File: src/rtl/core/bba_pkg.sv
`timescale 1ns / 1ps
`default_nettype none

package bba_pkg;

  // Bitmap geometry. The store holds STORE_WORDS words; only the first
  // WORDS_USED of them hold blocks.
  localparam int MAP_WORDS   = 16;
  localparam int STORE_WORDS = 16;
  localparam int WORDS_USED  = (MAP_WORDS > STORE_WORDS) ? STORE_WORDS :
                               ((MAP_WORDS < 1) ? 1 : MAP_WORDS);
  localparam int WORD_BITS   = 64;
  localparam int ADDR_W      = $clog2(STORE_WORDS);
  localparam int BIT_W       = $clog2(WORD_BITS);
  localparam int INDEX_W     = 10;
  localparam int COUNT_W     = 11;
  localparam int BLOCKS_USED = WORDS_USED * WORD_BITS;

  // Request codes.
  localparam logic OP_ALLOC = 1'b0;
  localparam logic OP_FREE  = 1'b1;

  // Result status codes.
  typedef enum logic [1:0] {
    ST_OK           = 2'd0,
    ST_NO_SPACE     = 2'd1,
    ST_ALREADY_FREE = 2'd2,
    ST_OUT_OF_RANGE = 2'd3
  } status_t;

  // Commands from the controller to the datapath.
  typedef struct packed {
    logic load;    // capture the incoming request
    logic lookup;  // pick the word and start the memory read
    logic commit;  // modify, write back and present the result
  } cmd_t;

  // Status from the datapath to the controller.
  typedef struct packed {
    logic slot_free;  // the result register can take a new word
  } dp_stat_t;

  // Value of a bitmap word before it is ever written.
  function automatic logic [WORD_BITS-1:0] init_word(input logic [ADDR_W-1:0] addr);
    logic [WORD_BITS-1:0] w;
    w = (int'(addr) < WORDS_USED) ? '1 : '0;
    return w;
  endfunction

  // Index of the lowest word whose nonzero flag is set.
  function automatic logic [ADDR_W-1:0] first_set(input logic [STORE_WORDS-1:0] flags);
    logic [ADDR_W-1:0] r;
    r = '0;
    for (int i = STORE_WORDS - 1; i >= 0; i--) begin
      if (flags[i]) begin
        r = ADDR_W'(i);
      end
    end
    return r;
  endfunction

  // Position of the highest set bit, counted from the MSB.
  function automatic logic [BIT_W-1:0] msb_pos(input logic [WORD_BITS-1:0] w);
    logic [BIT_W-1:0] r;
    r = '0;
    for (int i = 0; i < WORD_BITS; i++) begin
      if (w[i]) begin
        r = BIT_W'(WORD_BITS - 1 - i);
      end
    end
    return r;
  endfunction

endpackage

`default_nettype wire

File: src/rtl/core/bba_ram.sv
`timescale 1ns / 1ps
`default_nettype none

module bba_ram #(
  parameter int WIDTH = 64,
  parameter int DEPTH = 16
) (
  input  logic                     clk,
  input  logic                     we,
  input  logic [$clog2(DEPTH)-1:0] waddr,
  input  logic [WIDTH-1:0]         wdata,
  input  logic                     re,
  input  logic [$clog2(DEPTH)-1:0] raddr,
  output logic [WIDTH-1:0]         rdata
);

  logic [WIDTH-1:0] mem [DEPTH];

  // One write port and one registered read port.
  always_ff @(posedge clk) begin
    if (we) begin
      mem[waddr] <= wdata;
    end
    if (re) begin
      rdata <= mem[raddr];
    end
  end

endmodule

`default_nettype wire

File: src/rtl/core/bba_ctrl.sv
`timescale 1ns / 1ps
`default_nettype none

module bba_ctrl (
  input  logic              clk,
  input  logic              rst,
  input  logic              in_valid,
  output logic              in_ready,
  input  bba_pkg::dp_stat_t stat,
  output bba_pkg::cmd_t     cmd
);
  import bba_pkg::*;

  typedef enum logic [1:0] {
    S_IDLE,
    S_LOOKUP,
    S_UPDATE
  } state_t;

  state_t state;

  // Sequence: take a word, pick and read the bitmap word, then commit.
  always_ff @(posedge clk) begin
    if (rst) begin
      state <= S_IDLE;
    end else begin
      unique case (state)
        S_IDLE: begin
          if (in_valid) begin
            state <= S_LOOKUP;
          end
        end
        S_LOOKUP: begin
          state <= S_UPDATE;
        end
        S_UPDATE: begin
          if (stat.slot_free) begin
            state <= S_IDLE;
          end
        end
        default: begin
          state <= S_IDLE;
        end
      endcase
    end
  end

  // Commands decoded from the state.
  assign in_ready   = (state == S_IDLE);
  assign cmd.load   = in_valid && in_ready;
  assign cmd.lookup = (state == S_LOOKUP);
  assign cmd.commit = (state == S_UPDATE) && stat.slot_free;

endmodule

`default_nettype wire

File: src/rtl/core/bba_dp.sv
`timescale 1ns / 1ps
`default_nettype none

module bba_dp (
  input  logic                           clk,
  input  logic                           rst,
  input  bba_pkg::cmd_t                  cmd,
  output bba_pkg::dp_stat_t              stat,
  input  logic                           operation,
  input  logic [bba_pkg::INDEX_W-1:0]    free_index,
  output logic                           out_valid,
  input  logic                           out_ready,
  output logic [1:0]                     status,
  output logic [bba_pkg::INDEX_W-1:0]    block_index,
  output logic [bba_pkg::COUNT_W-1:0]    free_count
);
  import bba_pkg::*;

  // Request and lookup registers.
  logic                  op_q;
  logic [INDEX_W-1:0]    idx_q;
  logic [ADDR_W-1:0]     addr_q;
  logic                  any_q;

  // Per-word state: nonzero summary flags and written marks.
  logic [STORE_WORDS-1:0] nonzero;
  logic [STORE_WORDS-1:0] written;
  logic [COUNT_W-1:0]     count;

  logic [ADDR_W-1:0]    look_addr;
  logic [WORD_BITS-1:0] rd_data;
  logic [WORD_BITS-1:0] cur_word;
  logic [WORD_BITS-1:0] new_word;
  logic [WORD_BITS-1:0] free_mask;
  logic [BIT_W-1:0]     alloc_pos;
  logic                 do_write;
  logic [COUNT_W-1:0]   count_next;
  status_t              st_next;
  logic [INDEX_W-1:0]   block_next;
  logic                 out_of_range;

  assign stat.slot_free = !out_valid || out_ready;

  // Word to read: the addressed word for a free, the first nonzero for an allocate.
  assign look_addr = (op_q == OP_FREE) ? idx_q[INDEX_W-1:BIT_W] : first_set(nonzero);

  bba_ram #(
    .WIDTH(WORD_BITS),
    .DEPTH(STORE_WORDS)
  ) u_map (
    .clk  (clk),
    .we   (cmd.commit && do_write),
    .waddr(addr_q),
    .wdata(new_word),
    .re   (cmd.lookup),
    .raddr(look_addr),
    .rdata(rd_data)
  );

  // A word never written still holds its reset pattern.
  assign cur_word     = written[addr_q] ? rd_data : init_word(addr_q);
  assign alloc_pos    = msb_pos(cur_word);
  assign free_mask    = {1'b1, {(WORD_BITS-1){1'b0}}} >> idx_q[BIT_W-1:0];
  assign out_of_range = ({1'b0, idx_q} >= COUNT_W'(BLOCKS_USED));

  // Modify step and result for the pending request.
  always_comb begin
    new_word   = cur_word;
    do_write   = 1'b0;
    count_next = count;
    st_next    = ST_OK;
    block_next = '0;
    if (op_q == OP_ALLOC) begin
      if (!any_q) begin
        st_next = ST_NO_SPACE;
      end else begin
        new_word   = cur_word & ~({1'b1, {(WORD_BITS-1){1'b0}}} >> alloc_pos);
        do_write   = 1'b1;
        count_next = count - COUNT_W'(1);
        block_next = {addr_q, alloc_pos};
      end
    end else begin
      if (out_of_range) begin
        st_next = ST_OUT_OF_RANGE;
      end else if ((cur_word & free_mask) != '0) begin
        st_next = ST_ALREADY_FREE;
      end else begin
        new_word   = cur_word | free_mask;
        do_write   = 1'b1;
        count_next = count + COUNT_W'(1);
      end
    end
  end

  // Request capture and word selection.
  always_ff @(posedge clk) begin
    if (cmd.load) begin
      op_q  <= operation;
      idx_q <= free_index;
    end
    if (cmd.lookup) begin
      addr_q <= look_addr;
      any_q  <= |nonzero[WORDS_USED-1:0];
    end
  end

  // Bitmap bookkeeping and free count.
  always_ff @(posedge clk) begin
    if (rst) begin
      written <= '0;
      count   <= COUNT_W'(BLOCKS_USED);
      for (int i = 0; i < STORE_WORDS; i++) begin
        nonzero[i] <= (i < WORDS_USED);
      end
    end else if (cmd.commit && do_write) begin
      written[addr_q] <= 1'b1;
      nonzero[addr_q] <= |new_word;
      count           <= count_next;
    end
  end

  // Result register.
  always_ff @(posedge clk) begin
    if (rst) begin
      out_valid <= 1'b0;
    end else if (cmd.commit) begin
      out_valid <= 1'b1;
    end else if (out_ready) begin
      out_valid <= 1'b0;
    end
  end

  always_ff @(posedge clk) begin
    if (cmd.commit) begin
      status      <= st_next;
      block_index <= block_next;
      free_count  <= count_next;
    end
  end

endmodule

`default_nettype wire

File: src/rtl/core/block_bitmap_allocator.sv
`timescale 1ns / 1ps
`default_nettype none

// Channel  Handshake            Word fields
// -------  -------------------  -------------------------------------
// in       in_valid / in_ready  operation, free_index
// out      out_valid/ out_ready status, block_index, free_count
//
// Each request goes through accept, word lookup with the memory read,
// and the modify and write-back of that bitmap word through one RAM port.
// The first nonzero word is picked combinationally from per-word summary flags.
// Reset is synchronous; it marks every block free at once, with no sweep.
// A result waits in the output register; the next request is accepted
// meanwhile and stalls only in its update state until the register frees up.
module block_bitmap_allocator (
  input  logic                        clk,
  input  logic                        rst,
  input  logic                        in_valid,
  output logic                        in_ready,
  input  logic                        operation,
  input  logic [bba_pkg::INDEX_W-1:0] free_index,
  output logic                        out_valid,
  input  logic                        out_ready,
  output logic [1:0]                  status,
  output logic [bba_pkg::INDEX_W-1:0] block_index,
  output logic [bba_pkg::COUNT_W-1:0] free_count
);
  import bba_pkg::*;

  cmd_t     cmd;
  dp_stat_t stat;

  bba_ctrl u_ctrl (
    .clk     (clk),
    .rst     (rst),
    .in_valid(in_valid),
    .in_ready(in_ready),
    .stat    (stat),
    .cmd     (cmd)
  );

  bba_dp u_dp (
    .clk        (clk),
    .rst        (rst),
    .cmd        (cmd),
    .stat       (stat),
    .operation  (operation),
    .free_index (free_index),
    .out_valid  (out_valid),
    .out_ready  (out_ready),
    .status     (status),
    .block_index(block_index),
    .free_count (free_count)
  );

  // A new result appears only after a commit.
  a_result_from_commit: assert property (@(posedge clk) disable iff (rst)
    $rose(out_valid) |-> $past(cmd.commit))
    else $error("result appeared without a commit");

  // A request cannot commit in the cycle right after it is accepted.
  a_no_early_commit: assert property (@(posedge clk) disable iff (rst)
    in_valid && in_ready |=> !cmd.commit)
    else $error("commit too early after accept");

  // No space is reported only when the count is zero, with no block.
  a_no_space_empty: assert property (@(posedge clk) disable iff (rst)
    out_valid && status == ST_NO_SPACE |-> free_count == '0 && block_index == '0)
    else $error("no space reported with free blocks left");

  // The free count never exceeds the number of blocks.
  a_count_bound: assert property (@(posedge clk) disable iff (rst)
    out_valid |-> free_count <= COUNT_W'(BLOCKS_USED))
    else $error("free count out of bounds");

endmodule

`default_nettype wire

File: config.mk
export PLATFORM = sky130hd
export DESIGN_NAME = block_bitmap_allocator
export DESIGN_NICKNAME = d
export VERILOG_FILES = /design/src/rtl/core/bba_pkg.sv /design/src/rtl/core/bba_ram.sv /design/src/rtl/core/bba_ctrl.sv /design/src/rtl/core/bba_dp.sv /design/src/rtl/core/block_bitmap_allocator.sv
export SDC_FILE = /design/constraint.sdc
export NUM_CORES = 2
export LEC_CHECK = 0
export BUFFER_PORTS_ARGS = -buffer_cell sky130_fd_sc_hd__clkbuf_2
export CAP_MARGIN = 20
export CORE_ASPECT_RATIO = 0.5
export CORE_MARGIN = 3
export CORE_UTILIZATION = 60
export CTS_CLUSTER_DIAMETER = 200
export DETAILED_ROUTE_END_ITERATION = 7
export PLACE_DENSITY = 0.76
export SYNTH_ARGS = -nofsm -noshare
export SYNTH_HDL_FRONTEND = slang
export SYNTH_SLANG_ARGS = --single-unit
File: constraint.sdc
create_clock -name clk -period 12.6 [get_ports clk]
set_input_delay 0.63 -clock clk [delete_from_list [all_inputs] [get_ports clk]]
set_output_delay 0.63 -clock clk [all_outputs]
set_load 0.02 [all_outputs]
==> impl_metrics.tcl <==
set metrics [dict create \
    design_area_um2 54700 \
    totalPowerFinal_mw 7.87 \
    detail_route.wl_per_cell_um 33.0 \
    worstSetupPathDepth 12 \
    hold_depth 1 \
    gp_congestion 1.02 \
    synth_fp_nets 3506 \
    dr.pass1.iters 6 \
    place.port_buffers 39 \
    status "complete, no violations" \
    final_common_cell "edfxtp_1" \
    via_per_inst 7.15 \
    slowest_stage "a2111oi_0" \
    critPathMaxFanout 45 \
    dieHeight_um 210 \
    fillers 5583 \
    synth-adder-area-share_pct 0.0499 \
    antenna_found_initial 5 \
    peakVddDrop_uv 135 \
    setup_tns_ns 0 \
    end_kind "flop" \
    worstSetupPathType "flop to flop" \
    postSynthAreaPerCell_um2 14.4 \
    synth_top_area_share_pct 67.5 \
    syn_area_um2 50100 \
    finalHoldViolCount 0 \
    boundaryPins 40 \
    core_um2 82100 \
    rsz0062_at_grt "false" \
    rows 74 \
    netlist_top_cells_area "edfxtp_1 (68%), o211ai_1 (7.8%), mux2i_1 (5.4%)" \
    drtIter0Drc 4918 \
    reg2reg_depth 12 \
    grt_overflow 0 \
    synth-compound-area-share_pct 11.7 \
    ys_async_sr_fraction_pct 0 \
    worstPathCellList "buf_4 -> nand2b_1 -> o22ai_1 -> a2111oi_0 -> o221ai_1 -> nor4_1 -> nand4_1 -> o21ai_2 -> nand4b_1 -> nor3_2 -> buf_4 -> buf_4" \
    maxSlewHeadroom_pct 11.2 \
    timing.rr.end "u_dp.u_map.mem[4][5]" \
    post_cts_resized 0 \
    cp.arrival_ns 7.04 \
    synthToLayoutAreaGrowth_pct 9.23 \
    worst_slew_pin_slew_ns 1.33 \
    cts_tree "yes" \
    ys_warn_count 0 \
    numCtsBuffers 98 \
    synth_edf_count 1127 \
    final_cell_mix "edfxtp_1 (1,127), o211ai_1 (522), mux2i_1 (269)" \
    drv_slew 0 \
    synth_mux_area_share_pct 5.49 \
    diodes 0 \
    drive_gt1_share_pct 10.1 \
    fin_crit_sh_pct 53.3 \
    crit_path_frequent_cell "buf_4" \
    netlist_instances 3489 \
    reg2reg_slack_ns 5.88 \
    clock_sinks 1173 \
    die_w_um 415 \
    synth-main-ff-cell "edfxtp_1" \
    clk_latency_ns 0.71 \
    initial_utilization_pct 61.0 \
    routed_wl_um 153000 \
    gr-usage-all-layers_pct 35.0 \
    path_buf_inv 3 \
    ys_types 93 \
    setup.worst_path.end "u_dp.u_map.mem[4][5]" \
    dp_hpwl_um 91400 \
    setup_viol 0 \
    slowest_delay_ns 0.85 \
    placed_area_um2 51600 \
    cts_root_buf "clkbuf_16" \
    worstReg2RegStart "u_dp.idx_q[2]" \
    multi_input_area_um2 14300 \
    maxCapViolCount 0 \
    startpoint "u_dp.idx_q[2]" \
    synth-simple-area-share_pct 10.7 \
    grt_pass1_vias 31800 \
    postCtsHoldBufs 0 \
    layout.nets 3477 \
    synth_top_area_cell "edfxtp_1" \
    layout_min_cycle_time_ns 6.72 \
    grt_pass1_wl_um 222000 \
    synth_seq_area_share_pct 69.4 \
    regArea_um2 34800 \
    clock_path_buffers 3 \
    drtAntennaViolNets 0 \
    crit_path_start_kind "flop" \
    crit_required_ns 12.92 \
    synth_xor_area_share_pct 0.280 \
    fmax_mhz 149 \
    cts_setup_buffers 0 \
    cp_top_family "simple AND/OR/NAND/NOR gates" \
    powerDensity_nw_per_um2 144 \
    ys_ff_latch 1173 \
    synth_top_family_by_area "compound AO/OA/AOI/OAI gates" \
    finalClockSkew_ns 0.0299 \
    power.leakage_nw 16.0 \
    hold_path_class "input pin to flop" \
    dr_total_vias 33200 \
    grt_max_degree 161 \
    cts.htree.levels 3 \
    cts.clk_slew.worst_paths_ns 0.07 \
    route.detailed.drc 0 \
    dieArea_um2 87200 \
]
[report_power, final]
part	total [mW]	internal [mW]	switching [mW]	leakage [nW]
Combinational	0.553	0.151	0.402	4.56
Clock	2.98	1.57	1.41	1.53
Sequential	4.34	4.30	0.0431	9.90
Total	7.87	6.02	1.85	16.0
[Yosys cell counts, drive strengths merged (35+ instances only)]
cell type and n:
and2 51, edfxtp 1127, nand2 103, nor2 162, nor4 37, dfxtp 46
or3 263, mux2i 269, nand3 35, o21ai 35, a21oi 44, inv 37
nor3 72, buf 55, clkbuf 217, o211ai 522, and4 66
[worst register-to-register path: stages, from the launching register on]
cell and delay, ns:
edfxtp_1 0.34, buf_4 0.42, nand2b_1 0.32, o22ai_1 0.13
a2111oi_0 0.85, o221ai_1 0.44, nor4_1 0.46, nand4_1 0.22
o21ai_2 0.43, nand4b_1 0.63, nor3_2 0.72, buf_4 0.52
buf_4 0.77
[worst min path at each step]
stage | slack, ns | to | startpoint
2_1_floorplan | 0.43 | u_dp.written[13] | u_dp.written[13]
3_3_place_gp | 0.45 | u_dp.written[3] | u_dp.written[3]
3_5_place_dp | 0.47 | u_dp.written[9] | u_dp.written[9]
4_1_cts | 0.06 | u_dp.op_q | operation
5_1_grt | 0.08 | u_dp.idx_q[8] | free_index[8]
6_report | 0.11 | u_dp.op_q | operation
[per-stage QoR]
step	util, %	setup slack, ns	instances	hold slack, ns
floorplan	-	2.54	3489	0.435
global placement	62.8	6.35	4457	0.449
detailed placement	62.8	6.09	4458	0.467
CTS	66.6	6.07	4640	0.0631
global route	66.6	5.66	4644	0.0778
finish	66.6	5.88	4644	0.106
[registers in the layout, summed over array words and instances, names as in the netlist]
signal and flops:
u_dp.u_map.mem 1024, u_dp.u_map.rdata 64, u_dp.nonzero 16, u_dp.written 16, u_dp.count 11, u_dp.free_count 11, u_dp.block_index 10, u_dp.idx_q 10
u_dp.addr_q 4, u_ctrl.state 2, u_dp.status 2, u_dp.any_q 1, u_dp.op_q 1, u_dp.out_valid 1
[routing by layer]
layer	vias up	track usage (%)	routed length (um)
met3	271	7.68	18100
met4	0	11.9	4890
met1	16700	53.6	64200
met5	-	0	0
met2	2217	50.3	66200
li1	14000	-	-
[logic make-up after synthesis]
family | after synthesis
AO/OA/AOI/OAI | 788
XOR/XNOR | 16
adder cells (fa/ha/maj) | 2
buffers and inverters | 311
flip-flops | 1173
multiplexers | 272
AND/OR/NAND/NOR | 927
[cell type report]
class | count | area share, %
Sequential cell | 1173 | 63.5
Multi-Input combinational cell | 2005 | 26.2
Clock buffer | 120 | 4.76
Tap cell | 1102 | 2.52
Timing Repair Buffer | 143 | 1.84
Clock inverter | 62 | 0.912
Inverter | 39 | 0.295
No activity file was read; power rests on OpenSTA's default activity.
